### config.mk
export PLATFORM = sky130hd
export DESIGN_NAME = mpeg_start_code_header_parser
export DESIGN_NICKNAME = d
export VERILOG_FILES = /design/src/hw/rtl/mpeg_sc_pkg.sv /design/src/hw/rtl/mpeg_sc_step.sv /design/src/hw/rtl/mpeg_start_code_header_parser.sv
export SDC_FILE = /design/constraint.sdc
export NUM_CORES = 1
export LEC_CHECK = 0
export BUFFER_PORTS_ARGS = -buffer_cell sky130_fd_sc_hd__buf_2
export CORE_ASPECT_RATIO = 2
export CORE_MARGIN = 4
export CORE_UTILIZATION = 62
export DETAILED_ROUTE_END_ITERATION = 8
export GPL_ROUTABILITY_DRIVEN = 0
export PLACE_DENSITY = 0.95
export REMOVE_ABC_BUFFERS = 1
export SYNTH_ARGS = -nofsm -noshare
export SYNTH_HDL_FRONTEND = slang
export SYNTH_HIERARCHICAL = 1
export SYNTH_SLANG_ARGS = --single-unit
### constraint.sdc
create_clock -name clk_i -period 7 [get_ports clk_i]
set_input_delay 0.35 -clock clk_i [delete_from_list [all_inputs] [get_ports clk_i]]
set_output_delay 0.35 -clock clk_i [all_outputs]
set_load 0.01 [all_outputs]
### src/hw/rtl/mpeg_sc_pkg.sv
// Shared types, parse phase codes, header kind codes and the frame-rate table
// for the MPEG start-code header parser. No dependencies.
`timescale 1ns / 1ps

package mpeg_sc_pkg;

  // Parse phase codes.
  localparam logic [2:0] PH_SCAN = 3'd0;
  localparam logic [2:0] PH_CODE = 3'd1;
  localparam logic [2:0] PH_SEQ1 = 3'd2;
  localparam logic [2:0] PH_SEQ2 = 3'd3;
  localparam logic [2:0] PH_SEQ3 = 3'd4;
  localparam logic [2:0] PH_SEQ4 = 3'd5;
  localparam logic [2:0] PH_PIC1 = 3'd6;
  localparam logic [2:0] PH_PIC2 = 3'd7;

  // Header kind codes reported on the result channel.
  localparam logic [2:0] KIND_SEQ   = 3'd0;
  localparam logic [2:0] KIND_GOP   = 3'd1;
  localparam logic [2:0] KIND_PIC   = 3'd2;
  localparam logic [2:0] KIND_SLICE = 3'd3;
  localparam logic [2:0] KIND_OTHER = 3'd4;

  // Start code bytes.
  localparam logic [7:0] SC_SEQ    = 8'hB3;
  localparam logic [7:0] SC_GOP    = 8'hB8;
  localparam logic [7:0] SC_PIC    = 8'h00;
  localparam logic [7:0] SC_SLICE  = 8'h01;
  localparam logic [7:0] PFX_ZERO  = 8'h00;
  localparam logic [7:0] PFX_ONE   = 8'h01;

  typedef struct packed {
    logic [7:0] recent0;
    logic [7:0] recent1;
    logic [1:0] recent_count;
    logic [2:0] phase;
  } ctrl_t;

  typedef logic [2:0][7:0] hdr_t;

  typedef struct packed {
    logic [7:0]  start_code;
    logic [2:0]  header_kind;
    logic [11:0] frame_width;
    logic [11:0] frame_height;
    logic [3:0]  rate_code;
    logic [15:0] rate_milli_fps;
    logic [2:0]  picture_kind;
  } result_t;

  // Frame rate in thousandths of a frame per second; undefined codes give 0.
  function automatic logic [15:0] milli_rate(input logic [3:0] code);
    logic [15:0] r;
    case (code)
      4'd1:    r = 16'd23976;
      4'd2:    r = 16'd24000;
      4'd3:    r = 16'd25000;
      4'd4:    r = 16'd29970;
      4'd5:    r = 16'd30000;
      4'd6:    r = 16'd50000;
      4'd7:    r = 16'd59940;
      4'd8:    r = 16'd60000;
      default: r = 16'd0;
    endcase
    return r;
  endfunction

endpackage

### src/hw/rtl/mpeg_sc_step.sv
// One parse step of the start-code parser: next window, phase and header
// bytes, and the result for one stream byte. Depends on mpeg_sc_pkg.
`timescale 1ns / 1ps

module mpeg_sc_step (
  input  logic [7:0]          data_byte_i,
  input  mpeg_sc_pkg::ctrl_t   ctrl_i,
  input  mpeg_sc_pkg::hdr_t    hdr_i,
  output mpeg_sc_pkg::ctrl_t   ctrl_o,
  output mpeg_sc_pkg::hdr_t    hdr_o,
  output logic                 emit_o,
  output mpeg_sc_pkg::result_t result_o
);
  import mpeg_sc_pkg::*;

  logic [2:0] seq_idx;

  assign seq_idx = ctrl_i.phase - PH_SEQ1;

  always_comb begin
    ctrl_o   = ctrl_i;
    hdr_o    = hdr_i;
    emit_o   = 1'b0;
    result_o = '0;
    unique case (ctrl_i.phase)
      PH_SCAN: begin
        if (ctrl_i.recent_count == 2'd0) begin
          ctrl_o.recent0      = data_byte_i;
          ctrl_o.recent_count = 2'd1;
        end else if (ctrl_i.recent_count == 2'd1) begin
          ctrl_o.recent1      = data_byte_i;
          ctrl_o.recent_count = 2'd2;
        end else if (ctrl_i.recent0 == PFX_ZERO && ctrl_i.recent1 == PFX_ZERO &&
                     data_byte_i == PFX_ONE) begin
          ctrl_o.phase        = PH_CODE;
          ctrl_o.recent_count = 2'd0;
        end else begin
          ctrl_o.recent0 = ctrl_i.recent1;
          ctrl_o.recent1 = data_byte_i;
        end
      end
      PH_CODE: begin
        if (data_byte_i == SC_SEQ) begin
          ctrl_o.phase = PH_SEQ1;
        end else if (data_byte_i == SC_PIC) begin
          ctrl_o.phase = PH_PIC1;
        end else begin
          emit_o              = 1'b1;
          result_o.start_code = data_byte_i;
          if (data_byte_i == SC_GOP) begin
            result_o.header_kind = KIND_GOP;
          end else if (data_byte_i == SC_SLICE) begin
            result_o.header_kind = KIND_SLICE;
          end else begin
            result_o.header_kind = KIND_OTHER;
          end
        end
      end
      PH_SEQ1, PH_SEQ2, PH_SEQ3: begin
        hdr_o[seq_idx[1:0]] = data_byte_i;
        ctrl_o.phase        = ctrl_i.phase + 3'd1;
      end
      PH_SEQ4: begin
        emit_o                  = 1'b1;
        result_o.start_code     = SC_SEQ;
        result_o.header_kind    = KIND_SEQ;
        result_o.frame_width    = {hdr_i[0], hdr_i[1][7:4]};
        result_o.frame_height   = {hdr_i[1][3:0], hdr_i[2]};
        result_o.rate_code      = data_byte_i[3:0];
        result_o.rate_milli_fps = milli_rate(data_byte_i[3:0]);
      end
      PH_PIC1: begin
        hdr_o[0]     = data_byte_i;
        ctrl_o.phase = PH_PIC2;
      end
      PH_PIC2: begin
        emit_o                = 1'b1;
        result_o.start_code   = SC_PIC;
        result_o.header_kind  = KIND_PIC;
        result_o.picture_kind = data_byte_i[5:3];
      end
      default: begin
        ctrl_o.phase = PH_SCAN;
      end
    endcase

    // Every report clears the window and restarts the prefix search.
    if (emit_o) begin
      ctrl_o.phase        = PH_SCAN;
      ctrl_o.recent_count = 2'd0;
    end
  end

endmodule

### src/hw/rtl/mpeg_start_code_header_parser.sv
// MPEG start-code header parser: top level with the input register, the
// parse state, the result register and handshake control.
// Depends on mpeg_sc_pkg and mpeg_sc_step.
`timescale 1ns / 1ps

// How to use this block:
// The input channel carries one raw byte of an MPEG video stream per
// transaction (in_valid_i, in_stall_o, in_data_byte_i). The block looks for
// the 00 00 01 start prefix and, for each completed header, sends one
// transaction on the result channel (out_valid_o, out_stall_i and the field
// ports). Sequence headers report size and frame rate after their four
// extra bytes, picture headers report the coding type after two extra
// bytes, and all other codes are reported on the code byte itself. Most
// bytes produce no result at all.
// A byte accepted into the input register is parsed out of it, and its
// result, if any, is registered in the result register and presented on
// out_valid_o. Throughput is one byte per cycle while the receiver does not
// stall, set by the single parse step between the input and result registers.
// When the receiver stalls, the result register holds its transaction and
// the input register can still take one more byte; in_stall_o rises only
// when both registers are full and the result is not being taken.
// Reset clears the window history, puts the parser back into prefix search
// and empties both registers. Header bytes collected before reset are not
// cleared, since they are always rewritten before they are used.
module mpeg_start_code_header_parser (
  input  logic        clk_i,
  input  logic        rst_ni,
  input  logic        in_valid_i,
  output logic        in_stall_o,
  input  logic [7:0]  in_data_byte_i,
  output logic        out_valid_o,
  input  logic        out_stall_i,
  output logic [7:0]  out_start_code_o,
  output logic [2:0]  out_header_kind_o,
  output logic [11:0] out_frame_width_o,
  output logic [11:0] out_frame_height_o,
  output logic [3:0]  out_rate_code_o,
  output logic [15:0] out_rate_milli_fps_o,
  output logic [2:0]  out_picture_kind_o
);
  import mpeg_sc_pkg::*;

  // Input register.
  logic       in_valid_q, in_valid_d;
  logic [7:0] in_byte_q;

  // Parse state: window and phase are reset, header bytes are not.
  ctrl_t ctrl_q, ctrl_d;
  hdr_t  hdr_q, hdr_d;

  // Result register.
  logic    out_valid_q, out_valid_d;
  result_t out_q;

  logic    in_fire;
  logic    advance;
  logic    step_fire;
  logic    emit;
  result_t result;

  // The held byte can be parsed whenever the result register is free or is
  // being emptied in this cycle.
  assign advance    = !out_valid_q || !out_stall_i;
  assign step_fire  = in_valid_q && advance;
  assign in_stall_o = in_valid_q && !advance;
  assign in_fire    = in_valid_i && !in_stall_o;

  mpeg_sc_step u_step (
    .data_byte_i (in_byte_q),
    .ctrl_i      (ctrl_q),
    .hdr_i       (hdr_q),
    .ctrl_o      (ctrl_d),
    .hdr_o       (hdr_d),
    .emit_o      (emit),
    .result_o    (result)
  );

  always_comb begin
    if (in_fire) begin
      in_valid_d = 1'b1;
    end else if (step_fire) begin
      in_valid_d = 1'b0;
    end else begin
      in_valid_d = in_valid_q;
    end

    if (step_fire && emit) begin
      out_valid_d = 1'b1;
    end else if (out_valid_q && !out_stall_i) begin
      out_valid_d = 1'b0;
    end else begin
      out_valid_d = out_valid_q;
    end
  end

  always_ff @(posedge clk_i or negedge rst_ni) begin
    if (!rst_ni) begin
      in_valid_q  <= 1'b0;
      out_valid_q <= 1'b0;
      ctrl_q      <= '{recent0: 8'd0, recent1: 8'd0, recent_count: 2'd0, phase: PH_SCAN};
    end else begin
      in_valid_q  <= in_valid_d;
      out_valid_q <= out_valid_d;
      if (step_fire) begin
        ctrl_q <= ctrl_d;
      end
    end
  end

  always_ff @(posedge clk_i) begin
    if (in_fire) begin
      in_byte_q <= in_data_byte_i;
    end
    if (step_fire) begin
      hdr_q <= hdr_d;
    end
    if (step_fire && emit) begin
      out_q <= result;
    end
  end

  assign out_valid_o          = out_valid_q;
  assign out_start_code_o     = out_q.start_code;
  assign out_header_kind_o    = out_q.header_kind;
  assign out_frame_width_o    = out_q.frame_width;
  assign out_frame_height_o   = out_q.frame_height;
  assign out_rate_code_o      = out_q.rate_code;
  assign out_rate_milli_fps_o = out_q.rate_milli_fps;
  assign out_picture_kind_o   = out_q.picture_kind;

  // The window never holds more than two bytes.
  a_count_range : assert property (@(posedge clk_i) disable iff (!rst_ni)
    ctrl_q.recent_count != 2'd3)
    else $error("window byte count out of range");

  // The input side stalls only while a byte is waiting to be parsed.
  a_stall_held : assert property (@(posedge clk_i) disable iff (!rst_ni)
    in_stall_o |-> in_valid_q)
    else $error("input stalled with an empty input register");

  // A report always restarts the prefix search with an empty window.
  a_emit_restart : assert property (@(posedge clk_i) disable iff (!rst_ni)
    (step_fire && emit) |=> (ctrl_q.phase == PH_SCAN && ctrl_q.recent_count == 2'd0))
    else $error("parser did not restart after a report");

  // Only sequence headers carry a size, and they always carry code B3.
  a_seq_fields : assert property (@(posedge clk_i) disable iff (!rst_ni)
    (out_valid_o && out_header_kind_o != KIND_SEQ) |->
      (out_frame_width_o == 12'd0 && out_frame_height_o == 12'd0 &&
       out_rate_milli_fps_o == 16'd0))
    else $error("size or rate reported for a non-sequence header");

  a_seq_code : assert property (@(posedge clk_i) disable iff (!rst_ni)
    (out_valid_o && out_header_kind_o == KIND_SEQ) |-> out_start_code_o == SC_SEQ)
    else $error("sequence header reported with wrong start code");

endmodule
# [Yosys cells after proc, flatten, opt, wreduce, memory -nomap -nowiden]
# Memory sizes are Yosys's and may differ from the RTL's. A register that Yosys moved wholly into a read port is not among the register bits.
# Cells that the tools add are included.
[totals] reg_bits=113 rom_bits=240 in_bits=12 output_inout_bits=60 wordCells=103 n_memories=1
[op_classes] add_sub_neg=2 order_cmp=2 n_eq_ne=18 muxes=29 bitwise_logic=1 reduce_logical=33
[mem_list] memory="(no name shown)" depth=16 width=15 rd=1 rd_clocked_by_memory_dff=1 wr=0 line_no="mpeg_sc_pkg.sv:54" rtl="case (code)"
[op_table] cell="$pmux 11 s3" count=1
[op_table] cell="$bwmux 24" count=1
[op_table] cell="$logic_not 8->1" count=3
[op_table] cell="$mux 8" count=3
[op_table] cell="$mux 11" count=2
[op_table] cell="$mux 3" count=6
[op_table] cell="$demux 8 s2" count=1
[op_table] cell="$eq 8x8->1 const B" count=2
[op_table] cell="$mux 16" count=1
[op_table] cell="$pmux 8 s2" count=1
[op_table] cell="$eq 3x3->1 const B" count=4
[op_table] cell="$pmux 3 s4" count=1
[op_table] cell="$mux 10" count=1
[op_table] cell="$mux 5" count=2
[op_table] cell="$eq 8x1->1 const B" count=1
[op_table] cell="$logic_and 1x1->1" count=8
[op_table] cell="$reduce_and 4->1" count=2
[op_table] cell="$reduce_bool 2->1" count=4
[op_table] cell="$eq 3x2->1 const B" count=2
[op_table] cell="$mux 1" count=6
[op_table] cell="$ne 2x1->1 const B" count=3
[op_table] cell="$ne 3x3->1 const B" count=2
[op_table] cell="$reduce_and 6->1" count=1
[op_table] cell="$logic_not 1->1" count=5
[op_table] cell="other kinds (20)" count=22

# [Longest topological paths before layout]
# Gate-level depths: netlist (run 1).
[depth] word_depth=8 depth_mapped=9 ltp_nobuf=7

# [Hierarchy]
# Netlist (run 1), hierarchy kept.
[by_module_without_submodules] mod="mpeg_start_code_header_parser" n_inst=1 cells_each=145 area_per_inst_um2=3664.8 seq_area_each_um2=3278.1
[by_module_without_submodules] mod="mpeg_sc_step" n_inst=1 cells_each=238 area_per_inst_um2=1710.4 seq_area_each_um2=0.0

# [Worst setup path after synthesis (run 1)]
# OpenSTA, ideal clock, no wires.
[synth_timing] path_type="reg-to-reg" startpoint="register in_byte_q[1]" endpoint="register out_q (netlist bit out_frame_height_o[0]), enable pin" setup_time_ns=0.493 t_arrival_ns=4.298 required_ns=6.507 path_slack_ns=2.209 path_stages_with_launch=7 path_buffers=0 period_less_slack_ns=4.791 cell_sequence="edfxtp_1 -> inv_1 -> ha_1 -> and3_1 -> o31ai_4 -> nand2_1 -> a21oi_1"
[synth_via] elab_chain_len=5 word_cells_on_any_way=6 classes_between="eq/ne (1); mux (3); reduce/logical (2)"
[synth_lines] element="start, declared" line_no="mpeg_start_code_header_parser.sv:45" rtl="logic [7:0] in_byte_q;"
[synth_lines] element="start signal, assigned" line_no="mpeg_start_code_header_parser.sv:112" rtl="in_byte_q <= in_data_byte_i;"
[synth_lines] element="$logic_not 8->1" line_no="mpeg_sc_step.sv:45" rtl="end else if (data_byte_i == SC_PIC) begin"
[synth_lines] element="$mux 1" line_no="mpeg_sc_step.sv:45"
[synth_lines] element="$mux 1 (*)" line_no="mpeg_sc_step.sv:43" rtl="if (data_byte_i == SC_SEQ) begin"
[synth_lines] element="$pmux 1 s2 (*)" line_no="mpeg_sc_step.sv:25" rtl="unique case (ctrl_i.phase)"
[synth_lines] element="named net emit" line_no="mpeg_start_code_header_parser.sv:58" rtl="logic emit;"
[synth_lines] element="$logic_and 1x1->1 (*)" line_no="mpeg_start_code_header_parser.sv:117" rtl="if (step_fire && emit) begin"
[synth_lines] element="end signal, assigned" line_no="mpeg_start_code_header_parser.sv:118" rtl="out_q <= result;"
[synth_lines] element="end, declared" line_no="mpeg_start_code_header_parser.sv:53" rtl="result_t out_q;"
# The timed path passes the listed nets; every way through them passes the cells marked *.
# A chain may end at the register's enable or synchronous reset.

# [Worst setup path after layout (run 1)]
[layout_timing] startpoint="register in_byte_q[3]" endpoint="register, netlist name out_rate_milli_fps_o[5]"
[layout_via] elab_chain_len=5 word_cells_on_any_way=6 classes_between="eq/ne (1); mux (3); reduce/logical (2)"
[layout_lines] element="$logic_not 8->1" line_no="mpeg_sc_step.sv:45"
[layout_lines] element="$mux 1" line_no="mpeg_sc_step.sv:45"
[layout_lines] element="$mux 1 (*)" line_no="mpeg_sc_step.sv:43"
[layout_lines] element="$pmux 1 s2 (*)" line_no="mpeg_sc_step.sv:25"
[layout_lines] element="named net emit" line_no="mpeg_start_code_header_parser.sv:58"
[layout_lines] element="$logic_and 1x1->1 (*)" line_no="mpeg_start_code_header_parser.sv:117"
# Marks and branches as above.

==> out/qor.txt, run 1 <==
====================================================================================
Run status                                                              finished clean
Cells taking the most area after synthesis                              sky130_fd_sc_hd__edfxtp_1, sky130_fd_sc_hd__dfrtp_1, sky130_fd_sc_hd__mux2_4
Final setup fails                                                                  0
Share of the synthesized area in the top cell type                             0.503
CP startpoint kind                                                         flip-flop
Register bit count reported by yosys                                             113
Die boundary width                                                           73.8 um
Count of distinct cell types in the synthesized netlist                           61
I/O pin count                                                                     72
Avg Synthesized Cell Area                                                   14.0 um2
Clk slew on worst S/H paths                                                  0.04 ns
Required time at the endpoint of the critical path                           7.03 ns
Initial DRC Count                                                                428
Flip-flop cell with the highest count after synthesis                   sky130_fd_sc_hd__edfxtp_1
Remaining max-slew budget at the tightest pin                                  0.351
Number of antenna repair diodes                                                    0
Post-detailed-placement cell area                                           5740 um2
Timing-limited maximum frequency                                           0.337 GHz
Antenna violations before repair                                                   0
Critical path capture point type                                           flip-flop
Number of buffers inserted by port buffering                                      71
Leakage power of the design                                               0.00234 uW
Synth warn                                                                         6
Count of buffering cells on the critical path with inverters included              1
Post-cts repair resize count                                                       0
HPWL after detailed placement                                                8100 um
Least-Margin Pin Slew                                                       0.967 ns
Cell at the slowest stage of the critical path                          sky130_fd_sc_hd__edfxtp_1
Portion of the post-synthesis area used by sequential elements                 0.610
Worst IR drop on VDD                                                          207 uV
Detail-routed via count per cell                                                6.41
Cell row count                                                                    47
Top cell type by total area after synthesis                             sky130_fd_sc_hd__edfxtp_1
DRC violation count after routing                                                  0
Fraction of registers with async set/reset                                     0.204
Origin of the worst setup path                                          in_byte_q[3]
Total vias in the final route                                                  3,617
Clock tree from TritonCTS                                                      built
Maximum number of pins on one net before global-route repair                      59
Peak fanout along the critical path                                               58
Overall track demand over capacity in global routing                           0.249
Fraction of the cycle the final worst path needs                               0.424
Level count of the clock H-tree                                                    4
Synthesis-to-layout area growth                                                17.0%
Starting Density                                                               0.644
Initial DRT Pass Iterations                                                        5
Inserted Clock Buffers                                                            17
Maximum buffer depth of the clock tree                                             2
Total detailed-routing wirelength                                          12,100 um
Die span in y                                                                 140 um
Core Area                                                                   8350 um2
Via count of the first global-routing pass                                     3,736
Destination of the worst register-to-register timing path               out_rate_milli_fps_o[5]
Clock Skews                                                               0.00807 ns
RSZ-0062 raised after global routing                                           false
Number of synthesized flops with an enable pin                                    90
Layout cells sized above 1                                                     0.335
Commonest cells post-synth                                              sky130_fd_sc_hd__edfxtp_1, sky130_fd_sc_hd__nor2_1, sky130_fd_sc_hd__and3_1, sky130_fd_sc_hd__dfrtp_1, sky130_fd_sc_hd__mux2_4
Clock Latency Late Sink                                                      0.41 ns
Register-to-register path setup slack                                        4.03 ns
Accumulated negative setup slack                                                0 ns
Overall Power                                                                1630 uW
Path category of the worst min-delay check                              input pin to flip-flop
Cell-by-cell trace of the critical path                                 nor4_4 > and3_1 > o31ai_4 > nand2_1 > a21oi_4 > buf_4
Global-route wire length before repair                                     19,100 um
Post-synthesis cell area                                                    5380 um2
Path depth of the worst reg2reg path                                               6
Logic depth of the worst path, buffers included                                    6
Overflow after GRT                                                                 0
Net count of the finished layout                                                 476
Total of max-cap violations                                                        0
Final-report max-slew violation count                                              0
Critical Setup Path Class                                               flip-flop to flip-flop
Crit path time final                                                         2.97 ns
Power per cell area                                                       259 nW/um2
Synthesized netlist cell count                                                   383
Final instance area                                                         6290 um2
Hold violation count in the final report                                           0
Final Util                                                                     0.753
Beginning of the worst register-to-register path                        in_byte_q[3]
Number of clock sinks                                                            113
Area of the die                                                           10,300 um2
Crit-path leading delay family                                            flip-flops
Worst endpoint data arrival time                                             3.00 ns
Most frequent cell after synthesis                                      sky130_fd_sc_hd__edfxtp_1
End point of the critical path                                          out_rate_milli_fps_o[5]
Antenna viol nets, final                                                           0
Clock Tree Root                                                         sky130_fd_sc_hd__clkbuf_16
Longest individual stage delay on the worst path                             0.90 ns
Routed wire per std cell                                                     21.5 um
====================================================================================
[where the power goes]
part           switching, uW  internal [uW]  leakage (uW)
Combinational           37.7           44.1       0.00114
Sequential              32.0            744      0.000941
Clock                    271            500      0.000263
[registers in the layout, summed over array words and instances, names as in the netlist]
signal and count:
ctrl_q 21, hdr_q 24, in_byte_q 8, in_valid_q 1
out_frame_height_o 12, out_frame_width_o 12, out_header_kind_o 3, out_picture_kind_o 3
out_rate_code_o 4, out_rate_milli_fps_o 16, out_start_code_o 8, out_valid_o 1
[metal layers]
metal	vias to the layer above	wire [um]	part of all wire	GRT usage
met3	67	863	0.071	0.0578
met4	0	684	0.056	0.159
li1	1587	-	-	-
met1	1741	4030	0.33	0.264
met5	-	0	0	0.00529
met2	222	6550	0.54	0.425
[worst reg2reg max path: cells and delay by family (launching register included)]
family          cells  cell delay, ns
simple gates        3            0.59
buf+inv             1            0.57
compound gates      2            0.50
flops               1            0.90
[how the worst min path moves through the flow]
stage                            from            to  slack (ns)  cells past startpoint
finish              in_data_byte_i[3]  in_byte_q[3]        0.12                      1
global route        in_data_byte_i[5]  in_byte_q[5]        0.11                      1
CTS                 in_data_byte_i[3]  in_byte_q[3]        0.11                      1
detailed placement             rst_ni     ctrl_q[0]        0.35                      1
global placement               rst_ni    ctrl_q[20]        0.35                      1
floorplan                      rst_ni     ctrl_q[0]        0.05                      0
[per-stage QoR]
| stage | hold slack, ns | setup WS (ns) | instances |
|---|---|---|---|
| floorplan | 0.0544 | 1.92 | 358 |
| global placement | 0.347 | 4.25 | 531 |
| detailed placement | 0.351 | 4.08 | 531 |
| CTS | 0.107 | 4.06 | 564 |
| global route | 0.108 | 3.90 | 564 |
| finish | 0.123 | 4.03 | 564 |
[layout by cell type, fill, tap and decap left out, types with 5 or more instances in the layout]
cell	count
sky130_fd_sc_hd__o21ai_0	5
sky130_fd_sc_hd__inv_1	7
sky130_fd_sc_hd__mux2_2	12
sky130_fd_sc_hd__nor2_1	30
sky130_fd_sc_hd__and3_1	27
sky130_fd_sc_hd__a21oi_1	12
sky130_fd_sc_hd__a211oi_1	9
sky130_fd_sc_hd__nor4_1	7
sky130_fd_sc_hd__a211oi_2	5
sky130_fd_sc_hd__clkbuf_1	5
sky130_fd_sc_hd__a22o_1	8
sky130_fd_sc_hd__and2_1	7
sky130_fd_sc_hd__dfrtp_1	23
sky130_fd_sc_hd__nand2_1	20
sky130_fd_sc_hd__nand2b_1	7
sky130_fd_sc_hd__ha_1	11
sky130_fd_sc_hd__mux2_4	21
sky130_fd_sc_hd__buf_2	71
sky130_fd_sc_hd__edfxtp_1	90
sky130_fd_sc_hd__mux2_1	8
sky130_fd_sc_hd__clkbuf_16	17
[area by class of cell]
| cell class | instances | area [um2] |
|---|---|---|
| multi-input cells | 237 | 1930 |
| well taps | 98 | 123 |
| fillers | 478 | 2060 |
| clock buffers | 24 | 472 |
| clock inverters | 8 | 65.1 |
| flip-flops and latches | 113 | 3280 |
| repair buffers | 76 | 395 |
| inverters | 8 | 30.0 |
[logic make-up after synthesis]
family | share of synthesized area
fa+ha+maj | 0.0256
mux | 0.106
buf+inv | 0.0340
compound gates | 0.101
simple gates | 0.123
other cells | 0.000698
flops | 0.610
[repair_timing]
item	CTS	global route
hold buffers	1	0
setup buffers	0	0
endpoints found under the hold margin	23	0
Power figures use the tool's default switching activity.
==> inputs of run 2 (changes only) <==
--- a/config.mk
+++ b/config.mk
@@ -8,10 +8,10 @@
 export BUFFER_PORTS_ARGS = -buffer_cell sky130_fd_sc_hd__buf_2
 export CORE_ASPECT_RATIO = 2
 export CORE_MARGIN = 4
-export CORE_UTILIZATION = 62
+export CORE_UTILIZATION = 52
 export DETAILED_ROUTE_END_ITERATION = 8
 export GPL_ROUTABILITY_DRIVEN = 0
-export PLACE_DENSITY = 0.95
+export PLACE_DENSITY = 0.86
 export REMOVE_ABC_BUFFERS = 1
 export SYNTH_ARGS = -nofsm -noshare
 export SYNTH_HDL_FRONTEND = slang
==> constraint.sdc (replaced) <==
create_clock -name clk_i -period 2.7 [get_ports clk_i]
set_input_delay 0.135 -clock clk_i [delete_from_list [all_inputs] [get_ports clk_i]]
set_output_delay 0.135 -clock clk_i [all_outputs]
set_load 0.01 [all_outputs]
==> run 2 against run 1 <==
Effect of this change: total power grew to 2.8 times the previous value; core utilization is 9.8 points lower; clock-buffer cell count is 5 lower; combinational power grew to 3.0 times the previous value.
==> out/qor.txt, run 2 (synthesized netlist as in run 1, its figures left out) <==
=====================================================================================
RSZ-0062 raised after global routing                                            false
Total detailed-routing wirelength                                           12,100 um   +0.16%
Leakage power of the design                                                0.00247 uW   +5.5%
Clock tree from TritonCTS                                                       built
Hold violation count in the final report                                            0   unchanged
Cell row count                                                                     52   +11%
DRC violation count after routing                                                   0   unchanged
Layout cells sized above 1                                                      0.350   +0.0150
Antenna viol nets, final                                                            0   unchanged
Final Hold Slack                                                            0.0512 ns   -0.0717 ns
Number of clock sinks                                                             113   unchanged
Path category of the worst min-delay check                               input pin to flip-flop
Worst endpoint data arrival time                                              2.65 ns   -0.35 ns
Die span in y                                                                  152 um   +8.7%
Maximum number of pins on one net before global-route repair                       59   unchanged
Number of antenna repair diodes                                                     0   unchanged
Total area of sequential cells                                               3280 um2   unchanged
Crit path time final                                                          2.55 ns   -0.420 ns
Number of inserted filler cells in the final layout                               700   +46%
Initial DRT Pass Iterations                                                         5   unchanged
Peak fanout along the critical path                                                30   -48%
CP startpoint kind                                                          flip-flop
Overflow after GRT                                                                  0   unchanged
Overall track demand over capacity in global routing                            0.212   -0.0376
Synthesis-to-layout area growth                                                 22.9%
Critical path capture point type                                            flip-flop
Clock Tree Root                                                          sky130_fd_sc_hd__clkbuf_16
Level count of the clock H-tree                                                     4   unchanged
Setup bufs post-CTS                                                                 0   unchanged
Worst IR drop on VDD                                                           531 uV   +160%
Via count of the first global-routing pass                                      3,698   -1.0%
Overall Power                                                                 4510 uW   +180%
Die boundary width                                                            79.9 um   +8.2%
Timing-limited maximum frequency                                            0.393 GHz   +16%
Initial DRC Count                                                                 356   -17%
Area of the die                                                            12,100 um2   +18%
Total vias in the final route                                                   3,615   -0.055%
Maximum buffer depth of the clock tree                                              2   unchanged
HPWL after detailed placement                                                 8220 um   +1.4%
Largest reg by FF count                                                         hdr_q
Fraction of the cycle the final worst path needs                                0.943   +0.519
Detail-routed via count per cell                                                 5.82   -9.2%
Power per cell area                                                        682 nW/um2   +160%
Global-route wire length before repair                                      18,900 um   -1.0%
Clk slew on worst S/H paths                                                   0.05 ns   about the same
I/O pin count                                                                      72   unchanged
Final setup fails                                                                   0   unchanged
Core Area                                                                  10,100 um2   +21%
Net count of the finished layout                                                  497   +4.4%
Worst Slack Setup Final                                                      0.154 ns   -3.88 ns
Final-report max-slew violation count                                               0   unchanged
Post-placement setup slack                                                   0.202 ns   -3.88 ns
Routed wire per std cell                                                      19.6 um   -9.0%
Least-Margin Pin Slew                                                        0.833 ns   -0.134 ns
Multi-input logic area                                                       1930 um2   unchanged
Inserted Clock Buffers                                                             17   unchanged
Accumulated negative setup slack                                                 0 ns   unchanged
Critical Setup Path Class                                                flip-flop to flip-flop
Remaining max-slew budget at the tightest pin                                   0.441   +0.0899
Commonest cells after routing, fill and taps aside                       sky130_fd_sc_hd__edfxtp_1, sky130_fd_sc_hd__buf_2, sky130_fd_sc_hd__nor2_1
Clock Latency Late Sink                                                       0.41 ns   about the same
Starting Density                                                                0.533   -0.111
Antenna violations before repair                                                    0   unchanged
Clock Skews                                                                0.00897 ns   +0.000895 ns
Number of flip-flops in the largest register                                       24   unchanged
Run status                                                               finished clean
Required time at the endpoint of the critical path                            2.80 ns   -4.23 ns
Number of buffers inserted by port buffering                                       71   unchanged
Total of max-cap violations                                                         0   unchanged
Most frequent standard cell in the layout excluding fill and tap cells   sky130_fd_sc_hd__edfxtp_1
=====================================================================================
[run 2: worst max-delay path, stage by stage, from the launching register on]
cell	delay [ns]
sky130_fd_sc_hd__dfrtp_1	0.47
sky130_fd_sc_hd__inv_1	0.19
sky130_fd_sc_hd__ha_1	0.23
sky130_fd_sc_hd__buf_4	0.28
sky130_fd_sc_hd__and2_1	0.18
sky130_fd_sc_hd__nor2_1	0.07
sky130_fd_sc_hd__o31ai_4	0.12
sky130_fd_sc_hd__nand2_1	0.18
sky130_fd_sc_hd__a21oi_4	0.24
sky130_fd_sc_hd__clkbuf_16	0.26
[run 2: path summary, 6_finish.rpt]
kind / start / end / slack [ns] / depth (start not counted)
worst min-delay path: out_stall_i / out_valid_o / 0.05 / 3
max in group asynchronous: rst_ni / ctrl_q[10] / 2.04 / 2
worst min register to register: ctrl_q[19] / ctrl_q[19] / 0.55 / 1
worst max register to register: ctrl_q[1] / out_rate_milli_fps_o[3] / 0.15 / 9
min in group asynchronous: rst_ni / ctrl_q[18] / 0.28 / 2
worst max-delay path: ctrl_q[1] / out_rate_milli_fps_o[3] / 0.15 / 9
[run 2: stage by stage]
step | util | instances | instance area, um2
detailed placement | 0.583 | 579 | 5880
global placement | 0.583 | 579 | 5880
floorplan | - | 358 | 5220
CTS | 0.653 | 620 | 6580
global route | 0.655 | 621 | 6610
finish | 0.655 | 621 | 6610
[run 2: repair_timing]
item,CTS,global route
hold buffers,10,0
resized for setup,0,0
endpoints found under the hold margin,32,0
setup endpoints to repair,0,5
[run 2: layout make-up]
type	count	area share
clock buffers	19	0.0655
well taps	135	0.0256
multi-input cells	237	0.291
inverters	8	0.00454
flip-flops and latches	113	0.496
clock inverters	12	0.0252
repair buffers	97	0.0916
[run 2: per-layer routing]
layer  GRT usage  part of all wire  vias up
met4       0.139             0.055        0
met1       0.221              0.36     1777
met3      0.0521             0.049       46
li1            -                 -     1631
met5           0                 0        -
met2       0.368              0.54      161
[run 2: report_power, final]
| part | internal (uW) | switching [uW] |
|---|---|---|
| registers | 1930 | 74.2 |
| logic | 131 | 112 |
| clock network | 1520 | 737 |
==> inputs of run 3 (changes only) <==
--- a/config.mk
+++ b/config.mk
@@ -8,10 +8,10 @@
 export BUFFER_PORTS_ARGS = -buffer_cell sky130_fd_sc_hd__buf_2
 export CORE_ASPECT_RATIO = 2
 export CORE_MARGIN = 4
-export CORE_UTILIZATION = 52
+export CORE_UTILIZATION = 62
 export DETAILED_ROUTE_END_ITERATION = 8
 export GPL_ROUTABILITY_DRIVEN = 0
-export PLACE_DENSITY = 0.86
+export PLACE_DENSITY = 0.95
 export REMOVE_ABC_BUFFERS = 1
 export SYNTH_ARGS = -nofsm -noshare
 export SYNTH_HDL_FRONTEND = slang
==> constraint.sdc (replaced) <==
create_clock -name clk_i -period 3 [get_ports clk_i]
set_input_delay 0.15 -clock clk_i [delete_from_list [all_inputs] [get_ports clk_i]]
set_output_delay 0.15 -clock clk_i [all_outputs]
set_load 0.01 [all_outputs]
==> run 3 against run 2 <==
Effect of this change: clock power down 4%; register-to-register slack worse by 0.04 ns; die area down 15%; critical path depth decreased by 2; global-route usage grew 7.1 points; largest power group unchanged.
==> out/qor.txt, run 3 (synthesized netlist as in run 1, its figures left out) <==
=====================================================================================
Run status                                                               finished clean
Layout cells sized above 1                                                      0.351   +0.00156
Clock Latency Late Sink                                                       0.41 ns   about the same
Initial DRT Pass Iterations                                                         7   +2
Number of flip-flops in the largest register                                       24   unchanged
Clock tree from TritonCTS                                                       built
Crit-path leading delay family                                             flip-flops
Worst endpoint data arrival time                                              2.97 ns   +0.32 ns
Final setup fails                                                                   0   unchanged
Overflow after GRT                                                                  0   unchanged
Maximum number of pins on one net before global-route repair                       46   -22%
Longest individual stage delay on the worst path                              0.62 ns   +0.15 ns
Crit path time final                                                          2.88 ns   +0.336 ns
Leakage power of the design                                                0.00245 uW   -0.76%
Timing-limited maximum frequency                                            0.347 GHz   -12%
Path category of the worst min-delay check                               input pin to flip-flop
Net count of the finished layout                                                  491   -1.2%
Peak fanout along the critical path                                                25   -17%
Die span in y                                                                  140 um   -8.0%
Count of buffering cells on the critical path with inverters included               2   -1
CP startpoint kind                                                          flip-flop
I/O pin count                                                                      72   unchanged
Clock Tree Root                                                          sky130_fd_sc_hd__clkbuf_16
Final instance area                                                          6520 um2   -1.3%
Area of the die                                                            10,300 um2   -15%
Number of clock sinks                                                             113   unchanged
Hold violation count in the final report                                            0   unchanged
Worst IR drop on VDD                                                           426 uV   -20%
Via count of the first global-routing pass                                      3,882   +5.0%
Fraction of the cycle the final worst path needs                                0.961   +0.0175
Detail-routed via count per cell                                                 6.78   +16%
Clock Skews                                                                0.00893 ns   -0.0000374 ns
Remaining max-slew budget at the tightest pin                                   0.323   -0.118
Critical Setup Path Class                                                flip-flop to flip-flop
Least-Margin Pin Slew                                                        0.990 ns   +0.157 ns
Synthesis-to-layout area growth                                                 21.3%
Met1 routed wirelength after detailed routing                                 4510 um   +4.1%
Global-route wire length before repair                                      21,200 um   +12%
Clk slew on worst S/H paths                                                   0.06 ns   about the same
DRC violation count after routing                                                   0   unchanged
Met2 WL post-DR                                                               7370 um   +13%
Number of buffers inserted by port buffering                                       71   unchanged
Power per cell area                                                        641 nW/um2   -6.1%
Largest reg by FF count                                                         hdr_q
Overall Power                                                                 4180 uW   -7.3%
Post-detailed-placement cell area                                            5790 um2   -1.6%
Number of antenna repair diodes                                                     0   unchanged
Final-report max-slew violation count                                               0   unchanged
Most frequent standard cell in the layout excluding fill and tap cells   sky130_fd_sc_hd__edfxtp_1
Cell at the slowest stage of the critical path                           sky130_fd_sc_hd__edfxtp_1
Final Hold Slack                                                            0.0773 ns   +0.0261 ns
Antenna violations before repair                                                    0   unchanged
Core Area                                                                    8350 um2   -17%
Cell-by-cell trace of the critical path                                  inv_1 > ha_1 > and3_1 > o31ai_4 > nand2_1 > a21oi_4 > buf_4
Overall track demand over capacity in global routing                            0.283   +0.0715
Worst Slack Setup Final                                                      0.118 ns   -0.0356 ns
Required time at the endpoint of the critical path                            3.09 ns   +0.29 ns
Initial DRC Count                                                                 554   +56%
Post-placement setup slack                                                   0.190 ns   -0.0123 ns
Antenna viol nets, final                                                            0   unchanged
Uppermost layer routed                                                           met4
Maximum buffer depth of the clock tree                                              2   unchanged
Total of max-cap violations                                                         0   unchanged
Critical path capture point type                                            flip-flop
Total detailed-routing wirelength                                           13,900 um   +14%
Total vias in the final route                                                   3,923   +8.5%
Routed wire per std cell                                                      23.9 um   +22%
Setup bufs post-CTS                                                                 0   unchanged
RSZ-0062 raised after global routing                                            false
Cell row count                                                                     47   -9.6%
Level count of the clock H-tree                                                     4   unchanged
Inserted Clock Buffers                                                             17   unchanged
Commonest cells after routing, fill and taps aside                       sky130_fd_sc_hd__edfxtp_1, sky130_fd_sc_hd__buf_2, sky130_fd_sc_hd__nor2_1
Metal3 WL                                                                     1230 um   +100%
HPWL after detailed placement                                                 8260 um   +0.50%
Die boundary width                                                            73.8 um   -7.6%
Starting Density                                                                0.644   +0.111
=====================================================================================
[run 3: metal layers]
metal | GRT usage | vias to the layer above
li1 | - | 1629
met3 | 0.0845 | 83
met1 | 0.305 | 1907
met5 | 0 | -
met2 | 0.475 | 304
met4 | 0.163 | 0
[run 3: worst paths after layout]
check	slack, ns	cells past startpoint	to	from
max	0.12	7	out_rate_code_o[1]	in_byte_q[1]
min	0.08	3	out_valid_o	out_stall_i
max reg2reg	0.12	7	out_rate_code_o[1]	in_byte_q[1]
min reg2reg	0.55	1	ctrl_q[15]	ctrl_q[15]
max in group asynchronous	2.35	2	ctrl_q[7]	rst_ni
min in group asynchronous	0.27	2	ctrl_q[17]	rst_ni
[run 3: repair_timing]
item                                    CTS  global route
resized for setup                         0             1
hold buffers                             10             0
endpoints found under the hold margin    32             0
endpoints found under the setup margin    0            21
[run 3: tightest hold or removal path: stages]
cell	delay, ns
sky130_fd_sc_hd__buf_2	0.16
sky130_fd_sc_hd__nand2_1	0.08
sky130_fd_sc_hd__nand2_1	0.05
[run 3: report_power, final]
group          total (uW)  internal [uW]  switching [uW]
registers            1810           1730            71.0
logic                 217            113             104
clock network        2160           1400             757
total                4180           3250             932
[run 3: area by class of cell]
| class | instances | area, um2 |
|---|---|---|
| Inverter | 8 | 30.0 |
| Fill cell | 438 | 1830 |
| Sequential cell | 113 | 3280 |
| Multi-Input combinational cell | 237 | 1930 |
| Clock buffer | 17 | 425 |
| Timing Repair Buffer | 91 | 534 |
| Clock inverter | 15 | 206 |
| Tap cell | 98 | 123 |
[run 3: through the flow]
step / setup TNS [ns] / utilization / instances
after CTS: 0 / 0.781 / 579
after detailed placement: 0 / 0.693 / 537
after floorplan: -120.44 / - / 358
after global routing: 0 / 0.781 / 579
final: 0 / 0.781 / 579
after global placement: 0 / 0.693 / 537
